`src/rtl/compass_planar_heading_unit_defines.svh`:
```
// Assertion macros for the compass planar heading unit.
// Used by the top level only; the including module must provide clk_i and rst_ni.
`ifndef COMPASS_PLANAR_HEADING_UNIT_DEFINES_SVH
`define COMPASS_PLANAR_HEADING_UNIT_DEFINES_SVH

// The consequent must hold in the same cycle as the antecedent.
`define CPHU_ASSERT_NOW(label, ante, cons) \
  label: assert property (@(posedge clk_i) disable iff (!rst_ni) (ante) |-> (cons)) \
    else $error("compass heading assertion failed");

// The consequent must hold in the cycle after the antecedent.
`define CPHU_ASSERT_NEXT(label, ante, cons) \
  label: assert property (@(posedge clk_i) disable iff (!rst_ni) (ante) |=> (cons)) \
    else $error("compass heading assertion failed");

`endif

```
`src/rtl/cphu_pkg.sv`:
```
// Shared types, constants and the arctangent table for the compass heading unit.
// No dependencies; every module of the block refers to it by scoped names.
package cphu_pkg;

  localparam int unsigned CordicStagesDef = 16;
  localparam int unsigned MaxStages       = 24;

  localparam int unsigned InW      = 13;
  localparam int unsigned OutW     = 15;
  localparam int unsigned VecW     = 24;
  localparam int unsigned AngW     = 29;
  localparam int unsigned HeadW    = 30;
  localparam int unsigned PreShift = 8;
  localparam int unsigned OutShift = 14;

  // Angles are degrees scaled by 2^20.
  localparam logic signed [HeadW-1:0] Deg90     = 30'sd94371840;
  localparam logic signed [HeadW-1:0] Deg270    = 30'sd283115520;
  localparam logic signed [HeadW-1:0] Deg360    = 30'sd377487360;
  localparam logic signed [HeadW-1:0] RoundBias = 30'sd8192;

  // Output codes in 1/64 degree.
  localparam logic [OutW-1:0] OutFull = 15'd23040;
  localparam logic [OutW-1:0] OutHalf = 15'd11520;

  // Flags that travel alongside the vector through the chain.
  typedef struct packed {
    logic yzero;
    logic yneg;
    logic xneg;
  } side_t;

  // Contents of one link of the chain.
  typedef struct packed {
    logic signed [VecW-1:0] vx;
    logic signed [VecW-1:0] vy;
    logic signed [AngW-1:0] z;
    side_t                  side;
  } vec_t;

  // atan(2^-idx) in degrees times 2^20, rounded to nearest.
  function automatic logic signed [AngW-1:0] atan_entry(input int unsigned idx);
    logic signed [AngW-1:0] a;
    unique case (idx)
      0:       a = 29'sd47185920;
      1:       a = 29'sd27855475;
      2:       a = 29'sd14718068;
      3:       a = 29'sd7471121;
      4:       a = 29'sd3750058;
      5:       a = 29'sd1876857;
      6:       a = 29'sd938658;
      7:       a = 29'sd469357;
      8:       a = 29'sd234682;
      9:       a = 29'sd117342;
      10:      a = 29'sd58671;
      11:      a = 29'sd29335;
      12:      a = 29'sd14668;
      13:      a = 29'sd7334;
      14:      a = 29'sd3667;
      15:      a = 29'sd1833;
      16:      a = 29'sd917;
      17:      a = 29'sd458;
      18:      a = 29'sd229;
      19:      a = 29'sd115;
      20:      a = 29'sd57;
      21:      a = 29'sd29;
      22:      a = 29'sd14;
      23:      a = 29'sd7;
      default: a = '0;
    endcase
    return a;
  endfunction

endpackage

```
`src/rtl/cphu_post.sv`:
```
// Output stage of the heading chain: quadrant offset, wrap and rounding.
// Depends on cphu_pkg for the angle constants and the link type.
module cphu_post (
  input  logic                        clk_i,
  input  logic                        rst_ni,
  input  logic                        en_i,
  input  logic                        valid_i,
  input  cphu_pkg::vec_t              vec_i,
  output logic                        valid_o,
  output logic [cphu_pkg::OutW-1:0]   heading_o
);

  logic signed [cphu_pkg::HeadW-1:0] z_ext;
  logic signed [cphu_pkg::HeadW-1:0] h_d;
  logic signed [cphu_pkg::HeadW-1:0] h_q;
  cphu_pkg::side_t                   side_q;
  logic                              valid_q;
  logic signed [cphu_pkg::HeadW-1:0] h_wrap;
  logic signed [cphu_pkg::HeadW-1:0] h_round;
  logic [cphu_pkg::OutW-1:0]         r;

  // Heading is 90 or 270 degrees less the arctangent, by the sign of Y.
  always_comb begin
    z_ext = {{(cphu_pkg::HeadW-cphu_pkg::AngW){vec_i.z[cphu_pkg::AngW-1]}}, vec_i.z};
    h_d   = (vec_i.side.yneg ? cphu_pkg::Deg270 : cphu_pkg::Deg90) - z_ext;
  end

  always_ff @(posedge clk_i or negedge rst_ni) begin
    if (!rst_ni) begin
      valid_q <= 1'b0;
    end else if (en_i) begin
      valid_q <= valid_i;
    end
  end

  always_ff @(posedge clk_i) begin
    if (en_i) begin
      h_q    <= h_d;
      side_q <= vec_i.side;
    end
  end

  // Wrap into one turn, round to 1/64 degree and fold a rounded full turn to zero.
  always_comb begin
    priority if (h_q[cphu_pkg::HeadW-1]) begin
      h_wrap = h_q + cphu_pkg::Deg360;
    end else if (h_q >= cphu_pkg::Deg360) begin
      h_wrap = h_q - cphu_pkg::Deg360;
    end else begin
      h_wrap = h_q;
    end
    h_round = h_wrap + cphu_pkg::RoundBias;
    r       = h_round[cphu_pkg::OutShift+cphu_pkg::OutW-1:cphu_pkg::OutShift];
    if (side_q.yzero) begin
      heading_o = side_q.xneg ? cphu_pkg::OutHalf : '0;
    end else if (r >= cphu_pkg::OutFull) begin
      heading_o = r - cphu_pkg::OutFull;
    end else begin
      heading_o = r;
    end
  end

  assign valid_o = valid_q;

endmodule

```
`config.mk`:
```
export PLATFORM = sky130hd
export DESIGN_NAME = cphu_post
export DESIGN_NICKNAME = d
export VERILOG_FILES = /design/src/rtl/compass_planar_heading_unit_defines.svh /design/src/rtl/cphu_pkg.sv /design/src/rtl/cphu_post.sv
export SDC_FILE = /design/constraint.sdc
export NUM_CORES = 1
export LEC_CHECK = 0
export ABC_CLOCK_PERIOD_IN_PS = 6100
export BUFFER_PORTS_ARGS = -buffer_cell sky130_fd_sc_hd__buf_2
export CAP_MARGIN = 10
export CORE_AREA = 3 3 94 96
export DETAILED_ROUTE_END_ITERATION = 6
export DIE_AREA = 0 0 97 99
export SETUP_SLACK_MARGIN = 0.02
export SLEW_MARGIN = 20
export SYNTH_ARGS = -nofsm -noshare
export SYNTH_HDL_FRONTEND = slang
export SYNTH_SLANG_ARGS = --single-unit
```
`constraint.sdc`:
```
create_clock -name clk_i -period 6.1 [get_ports clk_i]
set_input_delay 0.305 -clock clk_i [delete_from_list [all_inputs] [get_ports clk_i]]
set_output_delay 0.305 -clock clk_i [all_outputs]
set_load 0.02 [all_outputs]
```
# After elaboration in Yosys (flattened, before gate mapping)
# Index checks and enable logic that the tools add are counted.
[classes]
n_shift = 0
addsub = 5
n_reduce_logical = 0
order_cmp = 2
n_bitwise = 0
mul = 0
div = 0
n_mux = 6
eq_ne = 0
[op_table]
columns = ["op", "count"]
rows = [
  ["$mux 29", 3],
  ["$ge 30x30->1 const B", 1],
  ["$mux 15", 2],
  ["$sub 30x29->30", 1],
  ["$add 29x15->29 const B", 1],
  ["$add 29x29->29 const B", 1],
  ["$sub 29x29->29 const B", 1],
  ["$ge 15x15->1 const B", 1],
  ["$sub 15x15->15 const B", 1],
  ["$mux 14", 1],
]
[totals]
latchBits = 0
rom_bits = 0
memories = 0
out_inout_bits = 16
mem_bits_rw = 0
regBits = 33
word_cells = 17
in_bits = 84

# Logic depth before layout (Yosys ltp)
# Gate-level depths: netlist of run 1.
[logic_depth]
word_depth = 7
mapped_depth = 12

# Least setup slack after synthesis of run 1
# No wires, ideal clock.
[synth_path]
kind = "register to output"
from = "reg h_q[23] (netlist bit)"
to = "out heading_o[11] (netlist bit)"
t_arrival_ns = 2.882
setup_slack_ns = 2.913
path_stages_with_launch = 13
required_ns = 5.795
path_buffers = 1
path_cell_list = "edfxtp_1 -> buf_6 -> inv_1 -> ha_1 -> and2b_1 -> nand4_1 -> a41oi_2 -> nor3_1 -> o31a_1 -> o21a_4 -> or2_1 -> a31o_1 -> a31oi_1"
[synth_via]
elab_chain_len = 7
word_cells_on_any_way = 10
classes_between = "add/sub (4); order compare (2); mux (4)"
[synth_rtl]
columns = ["item", "line_no", "rtl"]
rows = [
  ["start, declared", "cphu_post.sv:15", "logic signed [cphu_pkg::HeadW-1:0] h_q;"],
  ["start signal, assigned", "cphu_post.sv:38", "h_q <= h_d;"],
  ["$sub 29x29->29 or $ge 30x30->1 (tied branches)", "cphu_post.sv:48, cphu_post.sv:47", ""],
  ["$mux 29", "cphu_post.sv:47", "end else if (h_q >= cphu_pkg::Deg360) begin"],
  ["$mux 29 (*)", "cphu_post.sv:45", "priority if (h_q[cphu_pkg::HeadW-1]) begin"],
  ["$add 29x15->29 (*)", "cphu_post.sv:52", "h_round = h_wrap + cphu_pkg::RoundBias;"],
  ["$sub 15x15->15 or $ge 15x15->1 (tied branches)", "cphu_post.sv:57, cphu_post.sv:56", ""],
  ["$mux 15 (*)", "cphu_post.sv:56", "end else if (r >= cphu_pkg::OutFull) begin"],
  ["$mux 15 (*)", "cphu_post.sv:54", "if (side_q.yzero) begin"],
  ["end, declared", "cphu_post.sv:10", "output logic [cphu_pkg::OutW-1:0] heading_o"],
]
# Every way passes the cells marked *; elsewhere a longest branch is shown, timed or not.

# Worst setup path in the final report of run 1
# Ends and elaborated chain as after synthesis.

==> reports/results.ini, run 1 <==
[floorplan]
die_h_um = 99
core_area_mm2 = 0.00813
die_width_um = 97
rows = 33
start_util_pct = 24.6
io_pins = 100
die_area_mm2 = 0.00960

[sta]
min_period_over_period_pct = 62.0
setup_tns_ns = 0
slew_headroom_pct = 65.1
rsz0062_at_grt = false
fmax_mhz = 265
hold_viol = 0
max_slew.worst_pin.slew_ns = 0.517
fin_worst_skew_ns = 0
period_needed_ns = 3.78
maxSlewViolCount = 0
setup_violations = 0

[cells_and_area]
fillers = 857
multi_input_area_mm2 = 0.00126
regArea_um2 = 596
drive_gt1_share_pct = 29.0
layout.nets = 355
diodes = 0
syn2layout_area_growth_pct = 19.2

[worst_setup_path]
critical_path.max_stage_delay_ns = 0.61
crit_path_max_fanout = 11
cp_data_arrival_time_ns = 3.47
crit_slowest_cell = edfxtp_1
path_buf_inv = 2
rrSetupSlack_ns = 5.36
reg2reg_to = valid_o$_DFFE_PN0P_
crit_path_start_kind = flop
worstPathCellList = inv_1, ha_1, and2b_1, nand4_1, a41oi_2, nor3_1, o31a_1, o21a_4, or2_1, a31o_1, a31oi_1, buf_2
cp-end-kind = primary output
cp_top_family = compound AO/OA/AOI/OAI gates
crit_type = flop to primary output
required_ns = 5.79
r2r_cells = 1
r2r-start = valid_o$_DFFE_PN0P_

[synth]
netlist_instances = 216
ys.flop_type = edfxtp_1
synthArstFlopShare_pct = 5.00
synth-edff-count = 19
ys_ff_latch = 20
yosys.area.top_type = edfxtp_1
postSynthAreaPerCell_um2 = 9.24
synth_top_area_share_pct = 28.6
yosysWarnings = 0
synth_area_leaders = edfxtp_1 29%, xnor2_1 7.0%, xor2_1 5.7%
synth_area_mm2 = 0.00200
synth_nets = 308
synth.distinct_cells = 62
yosysSeqAreaShare_pct = 29.8

[worst_hold_path]
hold-path-endpoint = side_q[2]$_DFFE_PP_
hp-class = primary input to flop
worstHoldStart = vec_i[2]
holdPathStages = 1

[clocking]
cts_inserted_buffers = 3
cts.clk_slew.worst_paths_ns = 0.07
clock_sinks = 20
cts.htree.levels = 1
cts_root_buf = clkbuf_8
cts_tree = built
cts_setup_buffers = 0
insertion_delay_ns = 0.25
cts_resized = 0
cts_buffer_depth = 2
postCtsHoldBufs = 1

[grt]
antenna_found_initial = 0
grt-ovfl-total = 0
track_usage_pct = 8.60
grt_pass1_vias = 1663
grt_max_degree = 21
grt_pass1_wl_mm = 7.08

[power_and_ir_drop]
p_leak_nw = 0.921
finalPower_uw = 533
ir_drop_v = 0.0000935
p_per_area_mw_per_mm2 = 224

[place]
gp_congestion = 0.753
dp_hpwl_mm = 3.39
numPortBuffers = 51

[routing]
drc = 0
drtAntennaViolNets = 0
routed_via_density = 4.59
drt_pass1_iterations = 5
totalWireLength_mm = 3.96
vias = 1685
drt-initial-drc-count = 73
wl_per_cell_um = 10.8

[job]
cap_viol_max_count = 0

[outcome]
outcome = completed

==> placed cells by master (no fill, tap or decap), types with 3 or more instances in the layout <==
master / n
a211oi_2: 3
a21oi_1: 6
and3_1: 4
buf_2: 51
clkbuf_8: 3
edfxtp_1: 19
ha_1: 8
inv_1: 13
nand2_1: 15
nand3_1: 6
nand4_1: 6
nor2_1: 21
nor2b_1: 3
nor3_1: 7
nor4_1: 3
o21ai_1: 5
o21bai_1: 4
or2_2: 3
or3_1: 4
xnor2_1: 16
xor2_1: 13
==> worst max path at each step <==
stage | from | endpoint | slack (ns) | depth (start not counted)
2_1_floorplan | h_q[23]$_DFFE_PP_ | heading_o[11] | 2.91 | 12
3_3_place_gp | h_q[23]$_DFFE_PP_ | heading_o[11] | 2.65 | 12
3_5_place_dp | h_q[23]$_DFFE_PP_ | heading_o[11] | 2.60 | 12
4_1_cts | h_q[23]$_DFFE_PP_ | heading_o[11] | 2.30 | 12
5_1_grt | h_q[23]$_DFFE_PP_ | heading_o[11] | 1.97 | 12
6_report | h_q[23]$_DFFE_PP_ | heading_o[11] | 2.32 | 12
==> cell families (layout without fill, tap and decap cells) <==
| kind of cell | after synthesis | in the layout | synth area share [%] |
|---|---|---|---|
| AND/OR/NAND/NOR | 89 | 89 | 24.9 |
| AO/OA/AOI/OAI | 43 | 43 | 18.4 |
| XOR/XNOR | 31 | 31 | 14.3 |
| buffers and inverters | 24 | 70 | 6.89 |
| flip-flops | 20 | 20 | 29.8 |
| adder cells (fa/ha/maj) | 8 | 8 | 5.01 |
| multiplexers | 1 | 1 | 0.564 |
==> routing by layer <==
metal	up-vias	wire, µm	track usage [%]
met3	4	188	0.708
met4	0	60	3.35
met2	41	1910	15.2
met1	757	1800	10.8
li1	883	-	-
met5	-	0	0
==> report_power, final <==
part           internal [mW]  leakage (nW)  switching, mW  total [mW]
combinational         0.0920         0.688          0.118       0.210
clock                 0.0874        0.0357         0.0393       0.127
sequential             0.169         0.198         0.0272       0.196
total                  0.348         0.921          0.185       0.533
==> synthesized netlist by cell type, types with 2 or more instances <==
library cell and n:
nor2_1 21, edfxtp_1 19, xnor2_1 16, nand2_1 15
inv_1 13, xor2_1 13, ha_1 8, nor3_1 7
a21oi_1 6, nand3_1 6, nand4_1 6, buf_6 5
o21ai_1 5, and3_1 4, o21bai_1 4, or3_1 4
a211oi_2 3, nor2b_1 3, nor4_1 3, or2_2 3
a31o_1 2, a31oi_1 2, and4_1 2, buf_2 2
buf_4 2, nand4b_1 2, nor3_2 2, o21a_1 2
o21ai_0 2, o31ai_1 2
==> stage by stage <==
step | util (%) | instance area [µm²] | cells | hold slack [ns] | setup WS (ns)
after floorplan | - | 2000 | 216 | 0.00941 | 2.91
after global placement | 28.3 | 2300 | 362 | 0.0797 | 2.65
after detailed placement | 28.3 | 2300 | 362 | 0.0828 | 2.60
after CTS | 29.3 | 2380 | 367 | 0.216 | 2.30
after global routing | 29.3 | 2380 | 367 | 0.209 | 1.97
final | 29.3 | 2380 | 367 | 0.223 | 2.32
==> cell type report <==
| class | count | share of cell area [%] |
|---|---|---|
| tap | 105 | 5.52 |
| timing repair buffer | 52 | 11.1 |
| sequential | 20 | 25.0 |
| clock buffer | 3 | 1.74 |
| multi-input combinational | 172 | 53.1 |
| clock inverter | 1 | 1.26 |
| inverter | 14 | 2.21 |
==> registers in the layout, summed over array words and instances, names as in the netlist <==
register	cells
h_q	17
side_q	2
valid_o	1
(Power assumes the default switching activity.)
==> run 2: changes to the inputs <==
Settings changed: ABC_CLOCK_PERIOD_IN_PS 6100 to 3180.
Clock period 6.1 ns to 3.18 ns, I/O delays scaled along.
==> run 2 against run 1 <==
  * Via count rose by 3.4%
  * Largest cell class unchanged
  * Hold slack got worse by 0.15 ns
  * Sequential power rose by 85%
  * The flow now finishes with violations (setup timing)
  * Global-route usage fell by 0.15 points
  * Die area did not move
  * Clock skew did not move
  * Final cell count rose by 4.6%
==> reports/results.ini, run 2 (synthesis gave the netlist of run 1 again) <==
[outcome]
outcome = finished with violations
violations = setup timing

[floorplan]
die_h_um = 99  ; unchanged
start_util_pct = 24.6  ; unchanged
rows = 33  ; unchanged
core_area_mm2 = 0.00813  ; unchanged
io_pins = 100  ; unchanged
die_width_um = 97  ; unchanged
die_area_mm2 = 0.00960  ; unchanged

[cells_and_area]
diodes = 0  ; unchanged
syn2layout_area_growth_pct = 32.1
regArea_um2 = 596  ; unchanged
drive_gt1_share_pct = 38.0  ; +9.0 points
layout.cells.most_common = buf_2
mostFrequentLayoutCells = 48 x buf_2, 21 x nor2_1, 19 x edfxtp_1
multi_input_area_mm2 = 0.00138  ; +8.8%
utilization_pct = 32.4  ; +3.2 points
layout.nets = 372  ; +4.8%
largest_register_ffs = 17  ; unchanged
largest-register = h_q
fillers = 843  ; -1.6%

[sta]
rsz0062_at_grt = true
setup_tns_ns = -0.0350  ; -0.0350 ns
hold_viol = 0  ; unchanged
min_period_over_period_pct = 101
layout_setup_ws_ns = -0.0350  ; -2.36 ns
maxSlewViolCount = 0  ; unchanged
fin_worst_skew_ns = 0  ; unchanged
period_needed_ns = 3.22
fmax_mhz = 311
hold_ws_ns = 0.0753  ; -0.148 ns
slew_headroom_pct = 63.8  ; -1.2 points
setup_violations = 1  ; +1
max_slew.worst_pin.slew_ns = 0.535  ; +0.0182 ns

[worst_setup_path]
crit_slowest_cell = edfxtp_1
worstPathCellList = inv_2, ha_4, and2b_1, nand4_1, a41oi_4, nand3_1, xnor2_2, o21a_4, or2_1, a31o_1, a31oi_1, buf_4
critical_path.max_stage_delay_ns = 0.41  ; -0.20 ns
cp_data_arrival_time_ns = 3.06  ; -0.41 ns
r2r_cells = 1  ; unchanged
crit_path_start_kind = flop
cp_top_family = compound AO/OA/AOI/OAI gates
path_buf_inv = 2  ; unchanged
crit_path_end = heading_o[11]
cp_num_cells = 12  ; unchanged
required_ns = 3.02  ; -2.77 ns
reg2reg_to = valid_o$_DFFE_PN0P_
cp-end-kind = primary output
rrSetupSlack_ns = 2.44  ; -2.92 ns
r2r-start = valid_o$_DFFE_PN0P_
crit_path_max_fanout = 8  ; -3
cp-startpoint = h_q[23]$_DFFE_PP_
crit_type = flop to primary output

[clocking]
cts_root_buf = clkbuf_8
cts.htree.levels = 1  ; unchanged
clock_sinks = 20  ; unchanged
cts_tree = built
insertion_delay_ns = 0.25  ; about the same
cts.clk_slew.worst_paths_ns = 0.07  ; about the same
cts_buffer_depth = 2  ; unchanged
cts_inserted_buffers = 3  ; unchanged

[routing]
drc = 0  ; unchanged
drtAntennaViolNets = 0  ; unchanged
wl_per_cell_um = 11.1  ; +2.4%
drt_pass1_iterations = 4  ; -1
routed_via_density = 4.54  ; -1.1%
totalWireLength_mm = 4.24  ; +7.1%
vias = 1743  ; +3.4%
drt-initial-drc-count = 35  ; -52%

[power_and_ir_drop]
p_int_uw = 743  ; +110%
p_leak_nw = 1.03  ; +12%
ir_drop_v = 0.000176  ; +88%
clock_power_share_pct = 21.5  ; -2.3 points
p_per_area_mw_per_mm2 = 433  ; +93%
finalPower_mw = 1.14  ; +110%
switching_share_pct = 34.9  ; +0.24 points
p_sw_uw = 399  ; +120%
p_seq_share_pct = 31.7  ; -5.0 points
p_comb_share_pct = 46.7  ; +7.2 points

[place]
numPortBuffers = 51  ; unchanged
gp_congestion = 0.756  ; +0.44%
dp_hpwl_mm = 3.34  ; -1.6%
pre_cts_slack_ns = 0.150  ; -2.45 ns

[grt]
grt_pass1_vias = 1622  ; -2.5%
grt_max_degree = 21  ; unchanged
grt_pass1_wl_mm = 7.02  ; -0.78%
track_usage_pct = 8.44  ; -0.15 points
grt-ovfl-total = 0  ; unchanged
antenna_found_initial = 0  ; unchanged

[worst_hold_path]
hp-class = primary input to flop

[job]
cap_viol_max_count = 0  ; unchanged

run 2: cell types whose count changed in the layout (fill, tap and decap cells not counted), sizes merged:
cell,delta
buf,+17
run 2: layout make-up:
class / instances / share of cell area (%)
flip-flops and latches: 20 / 22.6
multi-input cells: 172 / 52.1
clock inverters: 1 / 1.14
clock buffers: 3 / 1.57
inverters: 14 / 1.99
well taps: 105 / 4.98
repair buffers: 69 / 15.6
run 2: worst min-delay path by stage:
stage / to / slack [ns] / start / cells after the start
2_1_floorplan: valid_o$_DFFE_PN0P_ / -0.14 / rst_ni / 0
3_3_place_gp: valid_o$_DFFE_PN0P_ / -0.07 / rst_ni / 1
3_5_place_dp: valid_o$_DFFE_PN0P_ / -0.06 / rst_ni / 1
4_1_cts: side_q[2]$_DFFE_PP_ / 0.07 / vec_i[2] / 1
5_1_grt: side_q[2]$_DFFE_PP_ / 0.06 / vec_i[2] / 1
6_report: side_q[2]$_DFFE_PP_ / 0.08 / vec_i[2] / 1
run 2: what timing repair did:
action	CTS	global route
pin swaps	1	10
resized for setup	3	22
endpoints found under the setup margin	2	5
setup buffers	2	13
endpoints found under the hold margin	1	0
hold buffers	1	0
run 2: layer usage:
metal,track usage [%],wire (µm)
met5,0,0
met4,2.92,64
met3,0.778,150
met2,15.1,2170
met1,10.7,1850
run 2: power groups by stage:
stage | Clock [mW] | Sequential (mW) | Combinational, mW
2_1_floorplan | 0 | 0.346 | 0.349
3_3_place_gp | 0 | 0.372 | 0.411
3_5_place_dp | 0 | 0.372 | 0.417
4_1_cts | 0.254 | 0.364 | 0.435
5_1_grt | 0.265 | 0.369 | 0.585
6_report | 0.246 | 0.362 | 0.534
run 2: stage by stage:
step | instances | area, µm²
floorplan | 216 | 2000
global route | 384 | 2640
detailed placement | 364 | 2310
global placement | 364 | 2310
CTS | 371 | 2420
finish | 384 | 2640
