===== src/rtl/compass_planar_heading_unit_defines.svh =====
// Assertion macros for the compass planar heading unit.
// Used by the top level only; the including module must provide clk_i and rst_ni.
`ifndef COMPASS_PLANAR_HEADING_UNIT_DEFINES_SVH
`define COMPASS_PLANAR_HEADING_UNIT_DEFINES_SVH

// The consequent must hold in the same cycle as the antecedent.
`define CPHU_ASSERT_NOW(label, ante, cons) \
  label: assert property (@(posedge clk_i) disable iff (!rst_ni) (ante) |-> (cons)) \
    else $error("compass heading assertion failed");

// The consequent must hold in the cycle after the antecedent.
`define CPHU_ASSERT_NEXT(label, ante, cons) \
  label: assert property (@(posedge clk_i) disable iff (!rst_ni) (ante) |=> (cons)) \
    else $error("compass heading assertion failed");

`endif


===== src/rtl/cphu_pkg.sv =====
// Shared types, constants and the arctangent table for the compass heading unit.
// No dependencies; every module of the block refers to it by scoped names.
package cphu_pkg;

  localparam int unsigned CordicStagesDef = 16;
  localparam int unsigned MaxStages       = 24;

  localparam int unsigned InW      = 13;
  localparam int unsigned OutW     = 15;
  localparam int unsigned VecW     = 24;
  localparam int unsigned AngW     = 29;
  localparam int unsigned HeadW    = 30;
  localparam int unsigned PreShift = 8;
  localparam int unsigned OutShift = 14;

  // Angles are degrees scaled by 2^20.
  localparam logic signed [HeadW-1:0] Deg90     = 30'sd94371840;
  localparam logic signed [HeadW-1:0] Deg270    = 30'sd283115520;
  localparam logic signed [HeadW-1:0] Deg360    = 30'sd377487360;
  localparam logic signed [HeadW-1:0] RoundBias = 30'sd8192;

  // Output codes in 1/64 degree.
  localparam logic [OutW-1:0] OutFull = 15'd23040;
  localparam logic [OutW-1:0] OutHalf = 15'd11520;

  // Flags that travel alongside the vector through the chain.
  typedef struct packed {
    logic yzero;
    logic yneg;
    logic xneg;
  } side_t;

  // Contents of one link of the chain.
  typedef struct packed {
    logic signed [VecW-1:0] vx;
    logic signed [VecW-1:0] vy;
    logic signed [AngW-1:0] z;
    side_t                  side;
  } vec_t;

  // atan(2^-idx) in degrees times 2^20, rounded to nearest.
  function automatic logic signed [AngW-1:0] atan_entry(input int unsigned idx);
    logic signed [AngW-1:0] a;
    unique case (idx)
      0:       a = 29'sd47185920;
      1:       a = 29'sd27855475;
      2:       a = 29'sd14718068;
      3:       a = 29'sd7471121;
      4:       a = 29'sd3750058;
      5:       a = 29'sd1876857;
      6:       a = 29'sd938658;
      7:       a = 29'sd469357;
      8:       a = 29'sd234682;
      9:       a = 29'sd117342;
      10:      a = 29'sd58671;
      11:      a = 29'sd29335;
      12:      a = 29'sd14668;
      13:      a = 29'sd7334;
      14:      a = 29'sd3667;
      15:      a = 29'sd1833;
      16:      a = 29'sd917;
      17:      a = 29'sd458;
      18:      a = 29'sd229;
      19:      a = 29'sd115;
      20:      a = 29'sd57;
      21:      a = 29'sd29;
      22:      a = 29'sd14;
      23:      a = 29'sd7;
      default: a = '0;
    endcase
    return a;
  endfunction

endpackage


===== src/rtl/cphu_pre.sv =====
// Input stage of the heading chain: folds the sample into the right half-plane.
// Depends on cphu_pkg for widths and the link type.
module cphu_pre (
  input  logic                                clk_i,
  input  logic                                rst_ni,
  input  logic                                en_i,
  input  logic                                valid_i,
  input  logic signed [cphu_pkg::InW-1:0]     x_axis_i,
  input  logic signed [cphu_pkg::InW-1:0]     y_axis_i,
  output logic                                valid_o,
  output cphu_pkg::vec_t                      vec_o
);

  logic                          yneg;
  logic signed [cphu_pkg::InW:0] x_ext;
  logic signed [cphu_pkg::InW:0] y_ext;
  logic signed [cphu_pkg::InW:0] num;
  logic signed [cphu_pkg::InW:0] den;
  cphu_pkg::vec_t                vec_d;
  cphu_pkg::vec_t                vec_q;
  logic                          valid_q;

  // Mirror through the origin when Y is negative, so the denominator is never negative.
  always_comb begin
    yneg  = y_axis_i[cphu_pkg::InW-1];
    x_ext = {x_axis_i[cphu_pkg::InW-1], x_axis_i};
    y_ext = {y_axis_i[cphu_pkg::InW-1], y_axis_i};
    num   = yneg ? -x_ext : x_ext;
    den   = yneg ? -y_ext : y_ext;
    vec_d.vx = {{(cphu_pkg::VecW-cphu_pkg::InW-1){den[cphu_pkg::InW]}}, den}
               << cphu_pkg::PreShift;
    vec_d.vy = {{(cphu_pkg::VecW-cphu_pkg::InW-1){num[cphu_pkg::InW]}}, num}
               << cphu_pkg::PreShift;
    vec_d.z  = '0;
    vec_d.side.yzero = (y_axis_i == '0);
    vec_d.side.yneg  = yneg;
    vec_d.side.xneg  = x_axis_i[cphu_pkg::InW-1];
  end

  // Valid bit is control state and is reset.
  always_ff @(posedge clk_i or negedge rst_ni) begin
    if (!rst_ni) begin
      valid_q <= 1'b0;
    end else if (en_i) begin
      valid_q <= valid_i;
    end
  end

  always_ff @(posedge clk_i) begin
    if (en_i) begin
      vec_q <= vec_d;
    end
  end

  assign valid_o = valid_q;
  assign vec_o   = vec_q;

endmodule


===== config.mk =====
export PLATFORM = sky130hd
export DESIGN_NAME = cphu_pre
export DESIGN_NICKNAME = d
export VERILOG_FILES = /design/src/rtl/compass_planar_heading_unit_defines.svh /design/src/rtl/cphu_pkg.sv /design/src/rtl/cphu_pre.sv
export SDC_FILE = /design/constraint.sdc
export NUM_CORES = 1
export LEC_CHECK = 0
export ABC_AREA = 1
export BUFFER_PORTS_ARGS = -buffer_cell sky130_fd_sc_hd__clkbuf_2
export CORE_MARGIN = 3
export CORE_UTILIZATION = 42
export CTS_BUF_LIST = sky130_fd_sc_hd__clkbuf_8
export CTS_CLUSTER_DIAMETER = 150
export CTS_CLUSTER_SIZE = 28
export DETAILED_ROUTE_END_ITERATION = 10
export PLACE_DENSITY = 0.88
export REMOVE_ABC_BUFFERS = 1
export SKIP_CTS_REPAIR_TIMING = 1
export SYNTH_ARGS = -nofsm -noshare
export SYNTH_HDL_FRONTEND = slang
export SYNTH_SLANG_ARGS = --single-unit

===== constraint.sdc =====
create_clock -name clk_i -period 0.8 [get_ports clk_i]
set_input_delay 0.04 -clock clk_i [delete_from_list [all_inputs] [get_ports clk_i]]
set_output_delay 0.04 -clock clk_i [all_outputs]
set_load 0.01 [all_outputs]

======== After elaboration in Yosys (flattened, before gate mapping) ========
Cells that the tools add are included.
word-level totals
  register bits ........................... 32
  bits in latches ......................... 0
  memory bits (writable) .................. 0
  bits in read-only memories .............. 0
  input bits .............................. 30
  output and inout port bits .............. 81
  word-level logic and storage cells ...... 12
  memories ................................ 0
operators by class
  $add $sub $neg .......................... 2
  $mul .................................... 0
  divide/modulo/power cells ............... 0
  order comparisons ....................... 0
  equality and inequality tests ........... 0
  shift operators ......................... 0
  multiplexer cells ....................... 2
  bitwise gates (word level) .............. 0
  reduce and logical (&&, ||, !) cells .... 1
operator list
  operator                           count
  14-bit 2-to-1 mux                  2
  13-bit negator with 14-bit output  2
  13-bit logical NOT                 1

======== Depth between registers and ports, before layout ========
Gate-level depths: netlist of the first run.
  word-level depth ........................ 2
  depth in mapped cells ................... 8
  depth with buffers taken out ............ 8

======== Worst setup path before layout of the first run ========
Ideal clock, no wire load.
  kind .................................... input-to-reg
  start ................................... in x_axis_i[1] (netlist name)
  end ..................................... reg vec_q, in the netlist vec_o[52], data pin
  arrival time ............................ 658 ps
  data required time ...................... 547 ps
  path slack .............................. -111 ps
  cell stages on the path ................. 7
  cells stage by stage .................... inv_1 -> ha_1 -> nor2_4 -> nor2_4 -> nand3_2 -> nand2_1 -> nand2_1
on the way
  longest elaborated chain between the ends .. 2
ends and longest elaborated chain
  what                               RTL line        source
  from (decl)                        cphu_pre.sv:8   input logic signed [cphu_pkg::InW-1:0] x_axis_i,
  13-bit negator with 14-bit output  cphu_pre.sv:28  num = yneg ? -x_ext : x_ext;
  14-bit 2-to-1 mux                  cphu_pre.sv:28
  via num (one bit)                  cphu_pre.sv:17  logic signed [cphu_pkg::InW:0] num;
  to (signal assigned)               cphu_pre.sv:51  vec_q <= vec_d;
  to (decl)                          cphu_pre.sv:20  cphu_pkg::vec_t vec_q;
The timed path passes the listed nets, and every way through them passes these cells.
A chain may end at the register's enable or synchronous reset.

======== Worst setup path in the final report of the first run ========
  start ................................... reg, netlist name vec_o[53]
  end ..................................... out vec_o[53] (netlist name)
RTL lines
  what       RTL line        source
  to (decl)  cphu_pre.sv:11  output cphu_pkg::vec_t vec_o
No word-level cell between the ends.

==> results.cfg, run 1 <==
[clocking]
clockRootBuffer = clkbuf_8
clock_path_buffers = 2
cts_buffers = 5
cts_sinks = 32
insertion_delay_ps = 280
clkTransAtPathRegs_ps = 60
cts_tree = yes
htree_num_levels = 2

[placement]
dpl.cell_count = 388
dp_hpwl_um = 3430
place_area_um2 = 2500
gp_congestion = 0.871
numPortBuffers = 65
pre_cts_ws_ps = -301

[logic_synthesis]
synth_cell_type_count = 22
netlist.area_leader.share = 0.446
ys_warn_count = 0
synth_ff_type = edfxtp_1
syn_inst = 233
synth_top_area_cell = edfxtp_1
ys_ff_latch = 32
yosysMostFrequentCell = nand2_1
synth_top_cells_by_count = 54 x nand2_1, 50 x buf_4, 31 x edfxtp_1, 26 x nor2_1, 20 x inv_1
yosysSeqAreaShare = 0.458
avgSynthCellArea_um2 = 8.95
synth_area_leaders = edfxtp_1 45%, buf_4 18%, nand2_1 9.7%
ys_async_sr_fraction = 0.0313
synthesis.area_um2 = 2090
synth_edf_count = 31

[cells_and_area]
area_delta_synth_final_pct = 27.8
utilization = 0.561
fillCellCount = 437
layout-drive-gt1-share = 0.367
final_cells = 399
final_nets = 364
fin_area_um2 = 2670
antenna_cells = 0

[global_route]
track_usage = 0.144
grt_pass1_wl_um = 6810
grt_max_degree = 21
grt_pass1_vias = 1592
antenna_found_initial = 0
grt_overflow_total = 0

[sta]
finalCriticalPeriod_ps = 884
finalHoldViolCount = 1
whs_ps = -2.73
finalSetupViolations = 36
max_freq_ghz = 1.13
worst_slack_ps = -84.0
report.final.slew_viol_count = 0
fin_skew_ps = 0
fin_crit_sh = 1.10
rsz0062_at_grt = true

[route]
drc = 0
viasPerCell = 4.25
ant_nets = 0
vias = 1697
drt_iter0_markers = 95
wl_per_cell_um = 10.7
wirelength_um = 4260
dr.pass1.iters = 4

[die]
io-pin-count = 111
rows = 25
core_area_um2 = 4750
die_area_um2 = 5850
die_x_um = 76.5
die_h_um = 76.5
start_util = 0.439

[worst_setup_path]
worstPathCellList = clkbuf_2
critPathCaptureType = output pin
slowest_stage = edfxtp_1
worst_ep_required_time_ps = 760
timing.rr.start = valid_o
critPathKind = reg -> out
start_kind = flop
worstPathArrival_ps = 840
crit_start = vec_o[53]
reg2reg_depth = 1
cp_max_fo = 3
cp.buffers_inverters = 1
cp.depth = 1
crit_path_max_incr_delay_ps = 410
critPathTopFamily = flip-flops

[min_path]
hold_path_class = in -> reg
worstHoldStart = valid_i
hold_depth = 2

[power_and_ir_drop]
power_density_nw_per_um2 = 1780
irDropWorstVdd_uv = 876
total_power_mw = 4.74
leakage_nw = 1.36

[run]
cap_violations = 0

[run_status]
status = finished, violations left
violations = negative hold slack, negative setup slack
metrics by stage:
stage / hold slack (ps) / TNS, ps
4_1_cts: -482 / -1460
3_3_place_gp: -185 / -4300
5_1_grt: 1.46 / -2490
3_5_place_dp: -183 / -4870
6_report: -2.73 / -1110
2_1_floorplan: -256 / -458
power by group:
group / switching [mW] / leakage (nW) / internal, mW
sequential: 0.0507 / 0.314 / 2.03
clock: 0.579 / 0.0645 / 1.10
combinational: 0.582 / 0.982 / 0.399
total: 1.21 / 1.36 / 3.53
worst paths after layout:
| check | to | slack, ps |
|---|---|---|
| worst max register to register | valid_o | 60 |
| max in group asynchronous | valid_o | 650 |
| worst min register to register | valid_o | 520 |
| worst min-delay path | valid_o | -3 |
| worst max-delay path | vec_o[53] | -80 |
| min in group asynchronous | valid_o | 60 |
state kept, by name, indices dropped and copies added, names as in the netlist:
register,flops
vec_o,31
valid_o,1
layout by cell type (no fill, tap or decap), types with 2 or more instances in the layout:
master | Yosys | layout
ha_2 | 0 | 2
xnor2_1 | 7 | 7
xor2_1 | 4 | 4
nand2_1 | 54 | 54
nor2_4 | 2 | 2
inv_1 | 20 | 17
clkbuf_8 | 0 | 7
conb_1 | 1 | 46
clkbuf_2 | 0 | 64
nor2_2 | 1 | 2
o21ai_0 | 3 | 3
inv_2 | 0 | 3
nand4_1 | 6 | 6
edfxtp_1 | 31 | 31
nand2_2 | 5 | 5
dlygate4sd3_1 | 0 | 2
nor2_1 | 26 | 25
buf_4 | 50 | 30
nand3_1 | 12 | 12
area by class of cell:
class / count / area, µm² / share of cell area
Timing Repair Buffer: 98 / 591 / 0.222
Clock inverter: 1 / 30.0 / 0.0113
Inverter: 21 / 83.8 / 0.0315
Tap cell: 67 / 83.8 / 0.0315
Sequential cell: 32 / 956 / 0.359
Clock buffer: 7 / 96.3 / 0.0362
Multi-Input combinational cell: 173 / 825 / 0.309
logic make-up (layout without fill, tap and decap cells):
family,after synthesis,in the layout,share of synthesized area
and+or+nand+nor,108,108,0.228
muxes,1,1,0.00540
AOI/OAI and AO/OA,4,4,0.0114
other,1,46,0.00180
DFF,32,32,0.458
buffers and inverters,73,127,0.231
adders and majority gates,3,3,0.0180
xor gates and xnor gates,11,11,0.0462
routing by layer:
layer | vias to the layer above | wire length (µm) | share of wire | track usage
met4 | 0 | 89 | 0.021 | 0.0688
li1 | 847 | - | - | -
met5 | - | 0 | 0 | 0
met2 | 90 | 2130 | 0.50 | 0.264
met1 | 751 | 1660 | 0.39 | 0.156
met3 | 9 | 373 | 0.088 | 0.0331
Note: power is estimated with default switching activity, not from simulation.
==> inputs of run 2 (changes only) <==
--- a/config.mk
+++ b/config.mk
@@ -15,6 +15,7 @@
 export DETAILED_ROUTE_END_ITERATION = 10
 export PLACE_DENSITY = 0.88
 export REMOVE_ABC_BUFFERS = 1
+export SETUP_SLACK_MARGIN = 0.3
 export SKIP_CTS_REPAIR_TIMING = 1
 export SYNTH_ARGS = -nofsm -noshare
 export SYNTH_HDL_FRONTEND = slang
==> run 2 against run 1 <==
  * The run still ends with negative hold slack, negative setup slack left
  * Clock power about the same
  * Cell area up 22%
  * Highest routed layer unchanged
  * Largest power group unchanged
  * First-iteration DRC count up 88%
  * Core utilization up 13 points
==> results.cfg, run 2 (synthesized netlist as in run 1, its figures left out) <==
[sta]
fin_skew_ps = 0
whs_ps = -51.1
finalCriticalPeriod_ps = 907
finalHoldViolCount = 2
finalSetupTns_ps = -1370
finalSetupViolations = 36
report.final.slew_viol_count = 0
rsz0062_at_grt = true
worst_slack_ps = -107
max_freq_ghz = 1.10
fin_crit_sh = 1.13

[run]
cap_violations = 0

[global_route]
grt_pass1_vias = 1592
grt_max_degree = 21
antenna_found_initial = 0
grtUsageMet1 = 0.156
track_usage = 0.144
grt_overflow_total = 0
grt.met2_usage = 0.264
grt.met3_usage = 0.0331
grt_most_used_layer = met2
grt_pass1_wl_um = 6810

[min_path]
hold_end = vec_o[64]
hold_path_class = in -> reg
worstHoldStart = y_axis_i[0]
hold_depth = 1

[clocking]
clock_path_buffers = 2
cts_sinks = 32
clockRootBuffer = clkbuf_8
cts_tree = yes
cts_buffers = 5
insertion_delay_ps = 280
htree_num_levels = 2
clkTransAtPathRegs_ps = 70

[worst_setup_path]
worst_ep_required_time_ps = 760
worstPathCellList = clkbuf_2
cp_max_fo = 1
crit_path_max_incr_delay_ps = 420
critPathKind = reg -> out
reg2reg_slack_ps = 60
slowest_stage = edfxtp_1
start_kind = flop
worstPathArrival_ps = 870
reg2reg_depth = 1
critPathCaptureType = output pin
r2r_end = valid_o
timing.rr.start = valid_o
critPathTopFamily = flip-flops
cp.buffers_inverters = 1

[cells_and_area]
area_delta_synth_final_pct = 56.3
layout-drive-gt1-share = 0.547
layout_common_cells = 48 x clkbuf_2, 46 x conb_1, 38 x nand2_1
final_nets = 372
fillCellCount = 325
layout_commonest_cell = clkbuf_2
antenna_cells = 0
largest_reg_flops = 31

[die]
die_x_um = 76.5
die_area_um2 = 5850
start_util = 0.439
core_area_um2 = 4750
die_h_um = 76.5
io-pin-count = 111
rows = 25

[placement]
dp_hpwl_um = 3430
numPortBuffers = 65
gp_congestion = 0.871

[power_and_ir_drop]
power_density_nw_per_um2 = 1580
irDropWorstVdd_uv = 717
total_power_mw = 5.15
leakage_nw = 1.55

[route]
vias = 1880
ant_nets = 0
viasPerCell = 4.62
drc = 0
dr.pass1.iters = 4
wirelength_um = 5850
drt_iter0_markers = 179
wl_per_cell_um = 14.4

[run_status]
violations = negative hold slack, negative setup slack
status = finished, violations left
[run 2: metrics by stage]
stage	util	instances	instance area, µm²	worst slack (ps)	hold slack [ps]
floorplan	-	226	1860	-111	-256
global placement	0.527	388	2500	-253	-185
detailed placement	0.527	388	2500	-301	-183
CTS	0.553	396	2630	-89.6	-482
global route	0.686	407	3260	-137	-59.8
finish	0.686	407	3260	-107	-51.1
[run 2: metal layers]
layer / share of wire / up-vias
li1: - / 867
met1: 0.38 / 874
met2: 0.50 / 117
met3: 0.084 / 22
met4: 0.033 / 0
met5: 0 / -
[run 2: worst max path at each step]
stage / from / endpoint / slack, ps / depth (start not counted)
final: vec_o[47] / vec_o[47] / -110 / 1
after global routing: vec_o[47] / vec_o[47] / -140 / 1
after CTS: vec_o[47] / vec_o[47] / -90 / 1
after detailed placement: x_axis_i[1] / vec_o[48] / -300 / 8
after global placement: x_axis_i[1] / vec_o[52] / -250 / 8
after floorplan: x_axis_i[1] / vec_o[52] / -110 / 7
[run 2: cell type report]
class / count / area (µm²) / share of cell area
tap: 67 / 83.8 / 0.0257
multi-input combinational: 173 / 1170 / 0.359
timing repair buffer: 106 / 805 / 0.247
clock inverter: 1 / 30.0 / 0.00921
inverter: 21 / 119 / 0.0365
clock buffer: 7 / 96.3 / 0.0296
sequential: 32 / 956 / 0.293
[run 2: power by group]
group | internal, mW | switching, mW
Sequential | 2.03 | 0.0547
Clock | 1.10 | 0.604
Combinational | 0.595 | 0.769
Total | 3.73 | 1.43
==> inputs of run 3 (changes only) <==
--- a/config.mk
+++ b/config.mk
@@ -8,12 +8,10 @@
 export ABC_AREA = 1
 export BUFFER_PORTS_ARGS = -buffer_cell sky130_fd_sc_hd__clkbuf_2
 export CORE_MARGIN = 3
-export CORE_UTILIZATION = 42
-export CTS_BUF_LIST = sky130_fd_sc_hd__clkbuf_8
-export CTS_CLUSTER_DIAMETER = 150
+export CORE_UTILIZATION = 41
 export CTS_CLUSTER_SIZE = 28
 export DETAILED_ROUTE_END_ITERATION = 10
-export PLACE_DENSITY = 0.88
+export PLACE_DENSITY = 0.86
 export REMOVE_ABC_BUFFERS = 1
 export SETUP_SLACK_MARGIN = 0.3
 export SKIP_CTS_REPAIR_TIMING = 1
==> run 3 against run 2 <==
  * The flow still finishes with violations (negative hold slack, negative setup slack)
  * Routed wire length is 5.0% higher
  * Clock power barely moved
  * Largest power group unchanged
  * Sequential share of layout area fell by 1.2 points
  * Worst setup slack improved by 27 ps
  * Die area up 2.2%
  * Combinational power rose by 6%
  * Largest cell class unchanged
  * Sequential cell count is the same
  * Maximum frequency increased by 3.1%
  * Sequential power is essentially flat
  * Worst hold slack worse by 14 ps
==> results.cfg, run 3 (synthesized netlist as in run 1, its figures left out) <==
[worst_setup_path]
start_kind = flop
worst_ep_required_time_ps = 760
crit_start = vec_o[72]
cp.buffers_inverters = 1
critPathKind = reg -> out
crit_path_max_incr_delay_ps = 400
critPathTopFamily = flip-flops
cp_max_fo = 1
slowest_stage = edfxtp_1
timing.rr.start = valid_o
reg2reg_depth = 1
r2r_end = valid_o
reg2reg_slack_ps = 60
critPathCaptureType = output pin
worstPathCellList = clkbuf_2
worstPathArrival_ps = 840

[route]
viasPerCell = 4.64
wl_per_cell_um = 15.0
ant_nets = 0
vias = 1899
drt_iter0_markers = 143
dr.pass1.iters = 4
drc = 0
wirelength_um = 6140

[die]
core_area_um2 = 4820
rows = 25
die_area_um2 = 5980
io-pin-count = 111
die_x_um = 77.3
start_util = 0.433
die_h_um = 77.3

[sta]
worst_slack_ps = -79.8
max_freq_ghz = 1.14
finalSetupViolations = 32
rsz0062_at_grt = true
fin_skew_ps = 0
finalCriticalPeriod_ps = 880
report.final.slew_viol_count = 0
finalHoldViolCount = 2
whs_ps = -65.1
fin_crit_sh = 1.10

[power_and_ir_drop]
irDropWorstVdd_uv = 922
total_power_mw = 5.23
leakage_nw = 1.58
power_density_nw_per_um2 = 1540

[cells_and_area]
antenna_cells = 0
largest_reg_flops = 31
layout_commonest_cell = conb_1
layout_common_cells = 46 x conb_1, 39 x clkbuf_2, 35 x buf_4
area_delta_synth_final_pct = 62.7
final_nets = 374
layout-drive-gt1-share = 0.576
final_cells = 409

[placement]
gp_congestion = 0.909
dp_hpwl_um = 3460
numPortBuffers = 65
dpl.cell_count = 390

[global_route]
grt_most_used_layer = met2
grt_pass1_vias = 1553
grt_max_degree = 12
grt_overflow_total = 0
track_usage = 0.142
grt.met2_usage = 0.253
grt_pass1_wl_um = 6790
grt.met3_usage = 0.0329
antenna_found_initial = 0
grtUsageMet1 = 0.154

[run]
cap_violations = 0

[clocking]
clkTransAtPathRegs_ps = 70
cts_sinks = 32
htree_num_levels = 2
clockRootBuffer = clkbuf_8
insertion_delay_ps = 280
clock_path_buffers = 2
cts_buffers = 5
cts_tree = yes

[run_status]
status = finished, violations left
violations = negative hold slack, negative setup slack

[min_path]
hold_path_class = in -> reg
worstHoldStart = y_axis_i[0]
hold_end = vec_o[64]
hold_depth = 1
run 3: changes by cell type in the layout (fill, tap and decap cells not counted), sizes merged:
| cell | delta |
|---|---|
| clkinv | +1 |
| inv | -1 |
| clkbuf | -7 |
| buf | +9 |
run 3: metrics by stage:
stage | hold slack [ps] | TNS (ps) | worst slack, ps | cell area [µm²] | util
floorplan | -256 | -458 | -111 | 1860 | -
global placement | -185 | -4300 | -251 | 2520 | 0.523
detailed placement | -182 | -5110 | -301 | 2520 | 0.523
CTS | -483 | -1460 | -86.9 | 2650 | 0.549
global route | -72.7 | -2420 | -104 | 3390 | 0.705
finish | -65.1 | -1350 | -79.8 | 3390 | 0.705
run 3: cell type report:
type / count / area, µm²
Inverter: 21 / 124
Sequential cell: 32 / 956
Timing Repair Buffer: 108 / 890
Clock inverter: 1 / 30.0
Multi-Input combinational cell: 173 / 1210
Tap cell: 67 / 83.8
Clock buffer: 7 / 96.3
Fill cell: 319 / 1420
run 3: report_power, final:
part | leakage (nW) | switching (mW) | internal, mW
combinational | 1.21 | 0.796 | 0.641
clock | 0.0645 | 0.604 | 1.10
sequential | 0.314 | 0.0547 | 2.03
run 3: worst max-delay path by stage:
stage | end | slack [ps] | cells past startpoint
after global routing | vec_o[77] | -100 | 1
after floorplan | vec_o[52] | -110 | 7
after global placement | vec_o[52] | -250 | 8
after detailed placement | vec_o[52] | -300 | 8
after CTS | vec_o[72] | -90 | 1
final | vec_o[72] | -80 | 1
run 3: routing by layer:
metal / part of all wire / vias up / wire (µm)
li1: - / 863 / -
met1: 0.38 / 879 / 2340
met2: 0.49 / 133 / 3010
met3: 0.089 / 24 / 547
met4: 0.039 / 0 / 238
met5: 0 / - / 0
